===== config.mk =====
export PLATFORM = sky130hd
export DESIGN_NAME = partial_checksum_accumulator
export DESIGN_NICKNAME = d
export VERILOG_FILES = /design/src/rtl/pcsum_pkg.sv /design/src/rtl/partial_checksum_accumulator.sv /design/src/rtl/pcsum_fin.sv
export SDC_FILE = /design/constraint.sdc
export NUM_CORES = 1
export LEC_CHECK = 0
export CORE_ASPECT_RATIO = 1.75
export CORE_MARGIN = 4
export CORE_UTILIZATION = 50
export CTS_CLUSTER_DIAMETER = 100
export DETAILED_ROUTE_END_ITERATION = 16
export DONT_BUFFER_PORTS = 1
export GPL_TIMING_DRIVEN = 1
export HOLD_SLACK_MARGIN = 0.15
export SLEW_MARGIN = 20
export SYNTH_ARGS = -nofsm -noshare
export SYNTH_HDL_FRONTEND = slang
export SYNTH_HIERARCHICAL = 1
export SYNTH_SLANG_ARGS = --single-unit

===== constraint.sdc =====
create_clock -name i_clk -period 8.2 [get_ports i_clk]
set_clock_uncertainty 0.1 [all_clocks]
set_input_delay 0 -clock i_clk [delete_from_list [all_inputs] [get_ports i_clk]]
set_output_delay 0 -clock i_clk [all_outputs]
set_load 0.01 [all_outputs]

===== src/rtl/pcsum_pkg.sv =====
package pcsum_pkg;

    localparam int SUM_W  = 64;
    localparam int WORD_W = 32;
    localparam int CNT_W  = 3;
    localparam int FOLD_W = WORD_W + 1;

    localparam logic [CNT_W-1:0] FULL_CNT = CNT_W'(4);

    typedef logic [SUM_W-1:0]  t_sum;
    typedef logic [WORD_W-1:0] t_word;
    typedef logic [CNT_W-1:0]  t_cnt;
    typedef logic [FOLD_W-1:0] t_fold;

    // low half plus high half, 33 bits
    function automatic t_fold fold_once(input t_sum v);
        return {1'b0, v[WORD_W-1:0]} + {1'b0, v[SUM_W-1:WORD_W]};
    endfunction

    // amount a beat adds; short counts only matter on the last word
    function automatic t_word beat_value(input t_word word, input t_cnt cnt,
                                         input logic last);
        t_word add;
        add = '0;
        if (!last || cnt >= FULL_CNT) begin
            add = word;
        end else if (cnt[1]) begin
            add = {16'b0, word[15:0]} + (cnt[0] ? {24'b0, word[23:16]} : '0);
        end else if (cnt[0]) begin
            add = {24'b0, word[7:0]};
        end
        return add;
    endfunction

endpackage


===== src/rtl/partial_checksum_accumulator.sv =====
// A last word passes the input register, then r_sum and r_chk in pcsum_fin.
// One word per cycle while o_stall is low; the running sum loop holds one register.
// Words that are not last produce no result and retire from the input register.
// Reset (i_rst_n low, synchronous) empties all stages and clears the running sum.
module partial_checksum_accumulator (
    input  logic                   i_clk,
    input  logic                   i_rst_n,
    input  logic                   i_valid,
    output logic                   o_stall,
    input  pcsum_pkg::t_word       i_data_word,
    input  pcsum_pkg::t_cnt        i_byte_count,
    input  logic                   i_first_beat,
    input  logic                   i_last_beat,
    input  pcsum_pkg::t_sum        i_seed_sum,
    output logic                   o_valid,
    input  logic                   i_stall,
    output pcsum_pkg::t_word       o_checksum
);
    import pcsum_pkg::*;

    logic  r_v_in;
    t_word r_word;
    t_cnt  r_cnt;
    logic  r_first;
    logic  r_last;
    t_fold r_seed_fold;
    t_sum  r_sum;

    logic  fin_ready;
    logic  fire;
    logic  en_in;
    t_sum  base;
    t_sum  acc;

    assign fire    = r_v_in && (!r_last || fin_ready);
    assign en_in   = !r_v_in || fire;
    assign o_stall = !en_in;

    assign base = r_first ? {{(SUM_W-FOLD_W){1'b0}}, r_seed_fold} : r_sum;
    assign acc  = base + {{(SUM_W-WORD_W){1'b0}}, beat_value(r_word, r_cnt, r_last)};

    always_ff @(posedge i_clk) begin
        if (!i_rst_n) begin
            r_v_in <= 1'b0;
            r_sum  <= '0;
        end else begin
            if (en_in) begin
                r_v_in <= i_valid;
            end
            if (fire) begin
                r_sum <= r_last ? '0 : acc;
            end
        end
    end

    // seed is folded on the way in to keep the accumulate path short
    always_ff @(posedge i_clk) begin
        if (en_in && i_valid) begin
            r_word      <= i_data_word;
            r_cnt       <= i_byte_count;
            r_first     <= i_first_beat;
            r_last      <= i_last_beat;
            r_seed_fold <= fold_once(i_seed_sum);
        end
    end

    pcsum_fin u_fin (
        .i_clk      (i_clk),
        .i_rst_n    (i_rst_n),
        .i_valid    (fire && r_last),
        .i_sum      (acc),
        .o_ready    (fin_ready),
        .o_valid    (o_valid),
        .i_stall    (i_stall),
        .o_checksum (o_checksum)
    );

`ifndef SYNTHESIS
    a_sum_cleared: assert property (@(posedge i_clk) disable iff (!i_rst_n)
        fire && r_last |=> r_sum == '0)
        else $error("running sum not cleared after last word");

    a_stall_only_full: assert property (@(posedge i_clk) disable iff (!i_rst_n)
        o_stall |-> r_v_in)
        else $error("input stalled with empty input register");

    a_accept_loads: assert property (@(posedge i_clk) disable iff (!i_rst_n)
        i_valid && !o_stall |=> r_v_in)
        else $error("accepted word lost from input register");
`endif

endmodule


===== src/rtl/pcsum_fin.sv =====
module pcsum_fin (
    input  logic                  i_clk,
    input  logic                  i_rst_n,
    input  logic                  i_valid,
    input  pcsum_pkg::t_sum       i_sum,
    output logic                  o_ready,
    output logic                  o_valid,
    input  logic                  i_stall,
    output pcsum_pkg::t_word      o_checksum
);
    import pcsum_pkg::*;

    logic  r_v_sum;
    t_sum  r_sum;
    logic  r_v_out;
    t_word r_chk;
    logic  en_out;
    t_fold f1;
    t_word f2;

    assign en_out  = !r_v_out || !i_stall;
    assign o_ready = !r_v_sum || en_out;

    // second fold: end-around carry of the first
    assign f1 = fold_once(r_sum);
    assign f2 = f1[WORD_W-1:0] + {{(WORD_W-1){1'b0}}, f1[WORD_W]};

    always_ff @(posedge i_clk) begin
        if (!i_rst_n) begin
            r_v_sum <= 1'b0;
            r_v_out <= 1'b0;
        end else begin
            if (o_ready) begin
                r_v_sum <= i_valid;
            end
            if (en_out) begin
                r_v_out <= r_v_sum;
            end
        end
    end

    always_ff @(posedge i_clk) begin
        if (o_ready && i_valid) begin
            r_sum <= i_sum;
        end
        if (en_out && r_v_sum) begin
            r_chk <= f2;
        end
    end

    assign o_valid    = r_v_out;
    assign o_checksum = r_chk;

endmodule


; After elaboration in Yosys (flattened, before gate mapping)
; Cells that the tools add are included.
[op_classes]
add_sub_neg = 5
order_cmp = 1
muxes = 6
n_reduce_logical = 16
[ops]
columns = cell, count
row1 = 64-bit two-way mux, 2
row2 = 32-bit by 32-bit adder with 33-bit output, 2
row3 = 64-bit by 32-bit adder with 64-bit output, 1
row4 = 32-bit by 1-bit adder with 32-bit output, 1
row5 = 32-bit two-way mux, 1
row6 = 16-bit by 8-bit adder with 17-bit output, 1
row7 = 17-bit two-way mux, 1
row8 = 8-bit two-way mux, 2
row9 = 1-bit zero test, 6
row10 = 1-bit logical AND, 5
row11 = 1-bit logical OR, 5
row12 = "3-bit >= comparator, second input constant", 1
[totals]
register_bits = 233

; Longest topological paths before layout
; Gate-level depths: netlist of run 1.
[depth]
word_depth = 7
ltp_mapped = 25
ltp_nobuf = 23

; Hierarchy
; Netlist of run 1, hierarchy kept.
[modules_own_cells]
columns = module, n_inst, cells_per_inst, area_each_um2, seq_area_each_um2
row1 = partial_checksum_accumulator, 1, 1078, 9745.6, 3403.3
row2 = pcsum_fin, 1, 449, 5422.7, 2922.8

; Worst setup path after synthesis of run 1
; OpenSTA, ideal clock, no wires.
[synth_path]
kind = reg-to-reg
from = register r_cnt[0]
to = register u_fin.r_sum[53] (data pin)
setup_time_ns = 0.269
arrival_time_ns = 4.644
setup_slack_ns = 3.187
path_stages_with_launch = 25
synth_period_minus_slack_ns = 5.013
cell_sequence = edfxtp_1 -> and2_1 -> ha_1 -> inv_1 -> fa_1 -> nor2b_1 -> o21ai_0 -> a21boi_0 -> o21ai_0 -> a21boi_0 -> o21ai_0 -> nand2_1 -> mux2_2 -> a22o_1 -> ha_1 -> a21o_1 -> a21o_1 -> a21oi_1 -> a21oi_2 -> o21ai_2 -> o31a_1 -> buf_2 -> nor4_2 -> xnor2_1 -> nor2_1
[synth_via]
elab_chain_len = 5
word_cells_on_any_way = 8
classes_between = add/sub: 2 / order compare: 1 / mux: 4 / reduce/logical: 1
[synth_lines]
columns = item, line_no
row1 = "start, declared", partial_checksum_accumulator.sv:23  ; t_cnt r_cnt;
row2 = "start signal, assigned", partial_checksum_accumulator.sv:60  ; r_cnt <= i_byte_count;
row3 = 8-bit two-way mux, pcsum_pkg.sv:28  ; add = {16'b0, word[15:0]} + (cnt[0] ? {24'b0, word[23:16]} : '0);
row4 = 16-bit by 8-bit adder with 17-bit output, pcsum_pkg.sv:28
row5 = 17-bit two-way mux, pcsum_pkg.sv:27  ; end else if (cnt[1]) begin
row6 = 32-bit two-way mux (*), pcsum_pkg.sv:25  ; if (!last || cnt >= FULL_CNT) begin
row7 = 64-bit by 32-bit adder with 64-bit output (*), partial_checksum_accumulator.sv:40  ; assign acc = base + {{(SUM_W-WORD_W){1'b0}}, beat_value(r_word, r_cnt, r_last)};
row8 = via acc[53], partial_checksum_accumulator.sv:33  ; t_sum acc;
row9 = "end signal, assigned", pcsum_fin.sv:44  ; r_sum <= i_sum;
row10 = "end, declared", pcsum_fin.sv:14  ; t_sum r_sum;
; The timed path passes the listed nets; every way through them passes the cells marked *.
; A chain may end at the register's enable or synchronous reset.

==> impl_metrics.csv, run 1 <==
group,metric,value,unit
hold_path,hold-path-cell-count,4,
synthesis,synth-main-ff-cell,"edfxtp_1",
grt,grt_use_total,24.7,%
sta,tns,0,ns
die,initial_utilization,50.6,%
sta,max_freq,0.166,GHz
synthesis,ys_seq_area_share,41.7,%
final_layout,num_antenna_cells,0,
placement,dp_hpwl,30700,um
setup_path,r2r_end,"r_sum[49]",
final_layout,regArea,6330,um^2
synthesis,synthesis.nets,1742,
synthesis,ys_seq_elements,233,
detailed_routing,ant_nets,0,
die,dieArea,33300,um^2
setup_path,cp-end-kind,"flip-flop",
setup_path,worstSetupPathType,"flip-flop to flip-flop",
power_and_ir_drop,p_total,3450,uW
die,ios,139,
setup_path,worst_setup_path_start_kind,"flip-flop",
placement,portBuffers,0,
final_layout,multiInputGateArea,8520,um^2
cts,cts_max_path_buffers,3,
synthesis,yosysMostFrequentCell,"edfxtp_1",
hold_path,min_path_type,"input pin to flip-flop",
sta,worst_pin_slew,1.05,ns
detailed_routing,drt-pass1-iter-count,5,
final_layout,area_growth,19.8,%
setup_path,r2r_cells,23,
final_layout,layout.nets,1911,
final_layout,fillers,2479,
detailed_routing,vias,12400,
cts,cts_sinks,233,
synthesis,synthArstFlopShare,0,%
sta,rsz0062_at_grt,"no",
synthesis,synth_edf_count,166,
hold_path,min_from,"i_seed_sum[27]",
synthesis,ys_types,88,
synthesis,synthCells,1527,
cts,post_cts_buffers,0,
power_and_ir_drop,powerDensity,190,nW/um^2
synthesis,synth_area_leaders,"edfxtp_1 33%, dfxtp_1 8.8%, ha_1 8.7%",
synthesis,synth_largest_area_cell,"edfxtp_1",
cts,worstSkewPairLatency,0.53,ns
power_and_ir_drop,p_leak,0.00696,uW
grt,antenna_found_initial,0,
setup_path,arrival,6.40,ns
placement,gp_congestion,0.986,
final_layout,drive_above_1_share,7.07,%
setup_path,cp_max_fo,12,
die,row_count,84,
cts,cts_buffers,23,
sta,slew_headroom,29.7,%
setup_path,reg2reg_slack,2.17,ns
detailed_routing,drc,0,
synthesis,synth_commonest_cells,"166 x edfxtp_1, 126 x nand2_1, 113 x a21oi_1",
outcome,status,"finished, final reports clean",
detailed_routing,routedWlPerCell,19.9,um
synthesis,synth_top_cell_area_share,32.9,%
synthesis,ys_warn_count,6,
sta,final_max_slew_viol_count,0,
cts,clkSlewWorstSetupHoldPaths,0.07,ns
grt,grt_max_degree,71,
sta,finalCritPeriodShare,73.5,%
power_and_ir_drop,vdd_drop_max,0.000185,V
grt,grt_pass1_vias,12600,
die,coreArea,30000,um^2
grt,grt-ovfl-total,0,
cts,cts_tree,"built",
hold_path,min_to,"r_seed_fold[28]",
detailed_routing,drtIter0Drc,623,
sta,final-hold-violation-count,0,
setup_path,r2r-start,"r_cnt[0]",
synthesis,syn_area_per_cell,9.93,um^2
sta,final-setup-viol-count,0,
cts,cts_root_buf,"clkbuf_16",
setup_path,worst_ep_required_time,8.57,ns
die,die_w,140,um
grt,grt_first_pass_wirelength,65800,um
synthesis,synth.cell_area,15200,um^2
job,max-cap-violations,0,
detailed_routing,wirelength,41800,um
sta,min_period,6.03,ns
die,die_h,238,um
detailed_routing,routed_via_density,5.90,
cts,htree_levels,1,
[metrics by stage]
stage          hold slack [ns]  util (%)  instances  instance area [um^2]  setup slack [ns]
3_3_place_gp          -0.00107      52.0       1879                 15600              2.36
5_1_grt                  0.309      60.7       2099                 18200              1.72
3_5_place_dp          -0.00108      52.0       1879                 15600              2.23
2_1_floorplan         -0.00113         -       1527                 15200              3.19
4_1_cts                  0.174      60.7       2099                 18200              2.23
6_report                 0.259      60.7       2099                 18200              2.17
[worst max-delay path, cell delays in order (launching register included)]
cell and delay [ns]:
edfxtp_1 0.45, and2_1 0.16, ha_1 0.16, inv_1 0.06
fa_1 0.40, nor2b_1 0.12, o21ai_0 0.10, a21boi_0 0.26
o21ai_0 0.16, a21boi_0 0.27, o21ai_0 0.21, nand2_1 0.16
mux2_2 0.34, a22o_1 0.18, ha_1 0.37, a21o_1 0.13
a21o_1 0.12, a21oi_1 0.09, a21oi_2 0.33, o21ai_2 0.15
o31a_1 0.58, or4_4 0.65, or3_1 0.35, o21ai_1 0.07
[logic make-up (layout without fill, tap and decap cells)]
group	after synthesis	in the layout	synth area share (%)
AND/OR/NAND/NOR	492	492	17.0
AO/OA/AOI/OAI	411	411	18.1
flip-flops	233	233	41.7
XOR/XNOR	150	150	8.66
adder cells (fa/ha/maj)	110	110	9.27
buffers and inverters	91	276	2.33
multiplexers	40	40	2.92
[per-layer routing]
metal | part of all wire (%) | track usage [%] | up-vias
met5 | 0 | 0 | -
li1 | - | - | 6045
met4 | 5.3 | 12.0 | 0
met1 | 36 | 25.3 | 5881
met2 | 55 | 49.3 | 342
met3 | 3.0 | 1.95 | 111
[flip-flops by register name, summed over array words and instances, names as in the netlist]
signal            cells
u_fin/r_v_sum         1
r_seed_fold          33
r_word               32
u_fin/r_sum          64
u_fin/o_checksum     32
u_fin/o_valid         1
r_cnt                 3
r_first               1
r_last                1
r_sum                64
r_v_in                1
[layout by cell type, fill, tap and decap left out, drive strengths merged, types with 8 or more instances in the layout]
| master | count |
|---|---|
| inv | 45 |
| a32o | 9 |
| nor4 | 14 |
| a21boi | 13 |
| xor2 | 48 |
| nand4 | 29 |
| dlygate4sd3 | 178 |
| nand2 | 128 |
| o211ai | 17 |
| ha | 106 |
| a31oi | 8 |
| nor2b | 44 |
| clkbuf | 25 |
| o21ai | 84 |
| or3 | 11 |
| nand3 | 45 |
| a21o | 35 |
| o21a | 13 |
| buf | 11 |
| dfxtp | 67 |
| and2 | 31 |
| and3 | 19 |
| clkinv | 10 |
| o31ai | 8 |
| o21bai | 9 |
| a211oi | 13 |
| mux2 | 34 |
| edfxtp | 166 |
| nor2 | 103 |
| a21oi | 115 |
| a22oi | 18 |
| nor3 | 30 |
| xnor2 | 102 |
| a22o | 21 |
[how the worst max path moves through the flow]
stage	startpoint	endpoint	slack, ns	cells past startpoint
CTS	r_cnt[0]	r_sum[49]	2.23	23
floorplan	r_cnt[0]	u_fin/r_sum[53]	3.19	24
global placement	r_cnt[0]	r_sum[49]	2.36	23
finish	r_cnt[0]	r_sum[49]	2.17	23
global route	r_cnt[0]	u_fin/r_sum[48]	1.72	24
detailed placement	r_cnt[0]	r_sum[49]	2.23	23
[area by class of cell]
| type | instances | area share [%] |
|---|---|---|
| multi-input cells | 1203 | 46.9 |
| flip-flops and latches | 233 | 34.8 |
| repair buffers | 189 | 10.3 |
| clock buffers | 25 | 3.21 |
| well taps | 387 | 2.67 |
| clock inverters | 16 | 1.15 |
| inverters | 46 | 0.950 |
[power by group]
part | switching [uW] | internal [uW] | total (uW)
Sequential | 46.4 | 1370 | 1420
Clock | 465 | 671 | 1140
Combinational | 498 | 401 | 899
[what timing repair did]
| item | 4_1_cts | 5_1_grt |
|---|---|---|
| endpoints found under the hold margin | 239 | 0 |
| setup endpoints to repair | 0 | 0 |
| hold buffers | 179 | 0 |
| gates resized for setup | 0 | 0 |
(Power assumes the default switching activity.)
==> run 2, diff against run 1 <==
ABC_AREA = 1   (was not set)
clock period = 6.1 ns   (was 8.2 ns; I/O delays follow)
==> impl_metrics.csv, run 2 <==
group,metric,value,unit
outcome,status,"finished, final reports clean",
grt,grt_use_total,33.4,%
sta,finalCritPeriodShare,79.7,%
hold_path,min_path_type,"input pin to flip-flop",
placement,dpl_cell_area,19200,um^2
sta,rsz0062_at_grt,"no",
setup_path,r2r-start,"r_cnt[0]",
sta,final_max_slew_viol_count,0,
synthesis,ys_warn_count,6,
die,die_h,264,um
detailed_routing,drtIter0Drc,1101,
sta,min_period,4.86,ns
setup_path,crit_top_cell,"nand2_1",
cts,cts_root_buf,"clkbuf_16",
grt,use_met1,27.7,%
sta,worst_pin_slew,0.942,ns
synthesis,syn_area_per_cell,6.62,um^2
power_and_ir_drop,powerDensity,236,nW/um^2
final_layout,mostFrequentLayoutCell,"nand2_1",
setup_path,cp_max_fo,9,
setup_path,arrival,5.10,ns
final_layout,reg_top3,"r_sum: 64 flops, u_fin/r_sum: 64 flops, r_seed_fold: 33 flops",
synthesis,synth-main-ff-cell,"edfxtp_1",
cts,htree_levels,1,
cts,cts_buffers,24,
synthesis,synth_largest_area_cell,"edfxtp_1",
sta,fin_ws,1.24,ns
synthesis,ys_seq_elements,233,
synthesis,ys_seq_area_share,33.8,%
cts,cts_max_path_buffers,3,
setup_path,reg2reg_slack,1.24,ns
setup_path,cp-end-kind,"flip-flop",
setup_path,worst_setup_path_start_kind,"flip-flop",
power_and_ir_drop,vdd_drop_max,0.000201,V
placement,gp_congestion,1.06,
hold_path,min_from,"i_seed_sum[19]",
setup_path,worst_ep_required_time,6.33,ns
hold_path,hold-path-cell-count,7,
final_layout,num_antenna_cells,0,
die,initial_utilization,50.8,%
synthesis,synth_commonest_cells,"1061 x nand2_1, 461 x inv_1, 257 x nor2_1",
final_layout,layout.nets,3227,
synthesis,synth_top_cell_area_share,26.6,%
placement,place_ws,1.32,ns
setup_path,r2r_cells,29,
synthesis,synth.cell_area,18700,um^2
die,coreArea,36900,um^2
grt,top_usage_layer,"met2",
die,ios,139,
grt,antenna_found_initial,0,
cts,cts_sinks,233,
detailed_routing,ant_nets,0,
grt,grt-ovfl-total,0,
detailed_routing,drt-pass1-iter-count,6,
placement,post-place-cells,3279,
detailed_routing,routedWlPerCell,19.9,um
synthesis,yosysMostFrequentCell,"nand2_1",
die,die_w,154,um
sta,slew_headroom,37.2,%
final_layout,drive_above_1_share,5.48,%
sta,holdWs,0.241,ns
setup_path,r2r_end,"u_fin/r_sum[37]",
cts,cts_resized,0,
detailed_routing,routed_via_density,5.37,
placement,dp_hpwl,55200,um
sta,max_freq,0.206,GHz
final_layout,area_growth,17.0,%
detailed_routing,drc,0,
sta,final-hold-violation-count,0,
grt,grt_pass1_vias,19000,
power_and_ir_drop,p_leak,0.0107,uW
cts,worstSkewPairLatency,0.58,ns
synthesis,synthArstFlopShare,0,%
synthesis,ys_types,52,
die,row_count,93,
sta,final-setup-viol-count,0,
synthesis,synthCells,2829,
synthesis,synthesis.nets,3044,
synthesis,synth_edf_count,166,
grt,grt_first_pass_wirelength,104000,um
grt,met3_usage,2.70,%
cts,post_cts_buffers,0,
cts,cts_tree,"built",
setup_path,slowest_delay,0.48,ns
final_layout,design_area,21900,um^2
detailed_routing,wirelength,69900,um
detailed_routing,vias,18800,
placement,portBuffers,0,
final_layout,fillers,3428,
grt,met2_usage,66.2,%
hold_path,min_to,"r_seed_fold[20]",
final_layout,fin_cells,3505,
synthesis,synth_area_leaders,"edfxtp_1 27%, nand2_1 21%, inv_1 9.2%",
setup_path,slowest_stage,"edfxtp_1",
grt,grt_max_degree,71,
job,max-cap-violations,0,
sta,tns,0,ns
die,dieArea,40700,um^2
final_layout,mostFrequentLayoutCells,"1061 x nand2_1, 458 x inv_1, 254 x nor2_1, 182 x dlygate4sd3_1, 166 x edfxtp_1",
cts,clkSlewWorstSetupHoldPaths,0.07,ns
setup_path,worstSetupPathType,"flip-flop to flip-flop",
## run 2: where the power goes
part           switching, uW  internal, uW
registers               55.0          1850
clock network            718           876
logic                   1120           550
total                   1900          3280
## run 2: timing repair
action                                 in CTS  in global routing
endpoints found under the hold margin     211                  0
hold buffers                              182                  0
setup endpoints to repair                   0                  0
## run 2: cell families (layout without fill, tap and decap cells)
group,after synthesis,after routing,synth area share (%)
buffers and inverters,511,712,10.5
adder cells (fa/ha/maj),110,110,7.51
AND/OR/NAND/NOR,1663,1663,37.7
AO/OA/AOI/OAI,235,235,6.82
XOR/XNOR,77,77,3.64
flip-flops,233,233,33.8
## run 2: routing by layer
| layer | wire length [um] | vias up |
|---|---|---|
| met5 | 0 | - |
| met4 | 8240 | 0 |
| met3 | 2390 | 294 |
| met2 | 38000 | 689 |
| met1 | 21200 | 8577 |
| li1 | - | 9246 |
## run 2: how the worst max path moves through the flow
stage,start,end,slack (ns),cells after the start
final,r_cnt[0],u_fin/r_sum[37],1.24,29
after global routing,r_cnt[0],u_fin/r_sum[37],0.77,29
after CTS,r_cnt[0],u_fin/r_sum[37],1.30,29
after detailed placement,r_cnt[0],u_fin/r_sum[37],1.32,29
after global placement,r_cnt[0],u_fin/r_sum[37],1.29,29
after floorplan,r_cnt[0],u_fin/r_sum[61],2.31,29
## run 2: per-stage QoR
stage | total power, uW | util [%]
global route | 5420 | 59.4
finish | 5170 | 59.4
floorplan | 2930 | -
detailed placement | 3420 | 52.2
global placement | 3410 | 52.2
CTS | 5150 | 59.4
## run 2: final cells by class
| type | instances | area, um^2 | area share (%) |
|---|---|---|---|
| timing repair buffer | 191 | 1890 | 8.63 |
| multi-input combinational | 2085 | 10500 | 47.8 |
| inverter | 477 | 1800 | 8.20 |
| tap | 475 | 594 | 2.71 |
| clock inverter | 18 | 225 | 1.03 |
| clock buffer | 26 | 608 | 2.78 |
| sequential | 233 | 6330 | 28.9 |
## run 2: critical path, delay by kind of cell (launching register included)
family	cells	cell delay [ns]
AND/OR/NAND/NOR	21	2.59
adder cells (fa/ha/maj)	3	0.92
flip-flops	1	0.48
buffers and inverters	4	0.34
AO/OA/AOI/OAI	1	0.20
==> run 3, diff against run 2 <==
clock period = 4.7 ns   (was 6.1 ns; I/O delays follow)
==> impl_metrics.csv, run 3 (synthesized netlist as in run 2, its figures left out) <==
group,metric,value,unit
cts,cts_buffers,26,
die,row_count,93,
final_layout,fillers,3492,
setup_path,cp_max_fo,4,
die,die_h,264,um
detailed_routing,drt-pass1-iter-count,7,
cts,htree_levels,1,
placement,gp_congestion,1.09,
die,coreArea,36900,um^2
detailed_routing,wirelength,70700,um
sta,finalCritPeriodShare,94.5,%
cts,worstSkewPairLatency,0.57,ns
final_layout,final_util,60.5,%
final_layout,drive_above_1_share,6.91,%
grt,grt_first_pass_wirelength,106000,um
setup_path,slowest_stage,"o21ai_0",
setup_path,path_cells,"dlygate4sd3_1, ha_1, dlygate4sd3_1, nand2_1, o21ai_0, a21oi_1, o21ai_0, nand2_1, nand2_1, nand3_1, nand3_1, dlygate4sd3_1, nand2_1, dlygate4sd3_1",
placement,portBuffers,0,
cts,cts_root_buf,"clkbuf_16",
die,initial_utilization,50.8,%
die,dieArea,40700,um^2
setup_path,worst_ep_required_time,4.92,ns
cts,clkSlewWorstSetupHoldPaths,0.07,ns
final_layout,layout.nets,3264,
detailed_routing,vias,18900,
grt,grt-ovfl-total,0,
detailed_routing,routed_via_density,5.34,
final_layout,num_antenna_cells,0,
job,max-cap-violations,0,
sta,max_freq,0.225,GHz
hold_path,min_path_type,"input pin to flip-flop",
power_and_ir_drop,powerDensity,313,nW/um^2
sta,final-setup-viol-count,0,
final_layout,mostFrequentLayoutCells,"1058 x nand2_1, 458 x inv_1, 251 x nor2_1, 184 x dlygate4sd3_1, 166 x edfxtp_1",
detailed_routing,drc,0,
cts,cts_tree,"built",
grt,grt_max_degree,66,
outcome,status,"finished, final reports clean",
setup_path,worst_setup_path_start_kind,"input pin",
power_and_ir_drop,vdd_drop_max,0.000308,V
die,die_w,154,um
placement,dp_hpwl,56400,um
die,ios,139,
final_layout,reg_top3,"r_sum: 64 flops, u_fin/r_sum: 64 flops, r_seed_fold: 33 flops",
grt,grt_pass1_vias,19300,
sta,slew_headroom,28.8,%
setup_path,slowest_delay,0.70,ns
final_layout,area_growth,19.2,%
detailed_routing,drtIter0Drc,1274,
sta,final_max_slew_viol_count,0,
cts,cts_max_path_buffers,3,
detailed_routing,ant_nets,0,
sta,final-hold-violation-count,0,
sta,holdWs,0.204,ns
setup_path,cp-end-kind,"flip-flop",
sta,worst_pin_slew,1.06,ns
sta,rsz0062_at_grt,"no",
sta,tns,0,ns
power_and_ir_drop,p_leak,0.0109,uW
sta,min_period,4.44,ns
grt,grt_use_total,34.0,%
detailed_routing,routedWlPerCell,20.0,um
grt,antenna_found_initial,0,
cts,cts_sinks,233,
setup_path,arrival,4.66,ns
final_layout,mostFrequentLayoutCell,"nand2_1",
setup_path,worstSetupPathType,"input pin to flip-flop",
[run 3: cell count changes in the layout (fill, tap and decap cells not counted), sizes merged]
| cell | change |
|---|---|
| buf | +33 |
| clkinvlp | +3 |
| inv | -3 |
| bufinv | +2 |
| dlygate4sd3 | +2 |
| clkbuf | +1 |
| clkinv | +1 |
[run 3: path summary, 6_finish.rpt]
path,from,to,slack (ns),cells after the start
setup / recovery,i_seed_sum[35],r_seed_fold[28],0.26,14
hold / removal,i_seed_sum[14],r_seed_fold[15],0.20,6
setup reg to reg,r_cnt[0],u_fin/r_sum[37],0.27,23
hold reg to reg,r_sum[17],r_sum[17],0.37,2
[run 3: area by class of cell]
class / instances / area, um^2 / area share [%]
Multi-Input combinational cell: 2085 / 10500 / 47.0
Sequential cell: 233 / 6330 / 28.3
Clock inverter: 21 / 278 / 1.24
Timing Repair Buffer: 226 / 2170 / 9.72
Tap cell: 475 / 594 / 2.66
Inverter: 477 / 1800 / 8.04
Clock buffer: 27 / 676 / 3.03
[run 3: routing by layer]
layer	GRT usage [%]	up-vias	part of all wire [%]
met1	29.0	8606	30
met3	3.72	300	4.0
met2	65.1	716	53
met4	33.1	0	12
li1	-	9319	-
met5	0	-	0
[run 3: where the power goes]
part	leakage (uW)	internal, uW	switching (uW)
clock network	0.000455	1340	960
logic	0.00832	743	1470
registers	0.00211	2400	71.1
total	0.0109	4490	2500
[run 3: per-stage QoR]
stage	total power (uW)	area, um^2	instances	setup WS [ns]
after floorplan	3800	18700	2829	0.906
after global placement	4440	19500	3311	0.0905
after detailed placement	4470	19500	3311	0.0864
after CTS	6940	22300	3543	0.0678
after global routing	7310	22300	3544	0.0130
final	6990	22300	3544	0.259
[run 3: repair_timing]
action | 4_1_cts | 5_1_grt
resized for setup | 0 | 7
hold endpoints to repair | 183 | 0
buffers inserted | 0 | 1
setup endpoints to repair | 0 | 22
hold buffers | 184 | 0
[run 3: critical path, delay by kind of cell]
family          cells  cell delay, ns
compound gates      3            1.31
fa+ha+maj           1            0.27
simple gates        6            0.80
buf+inv             4            2.29
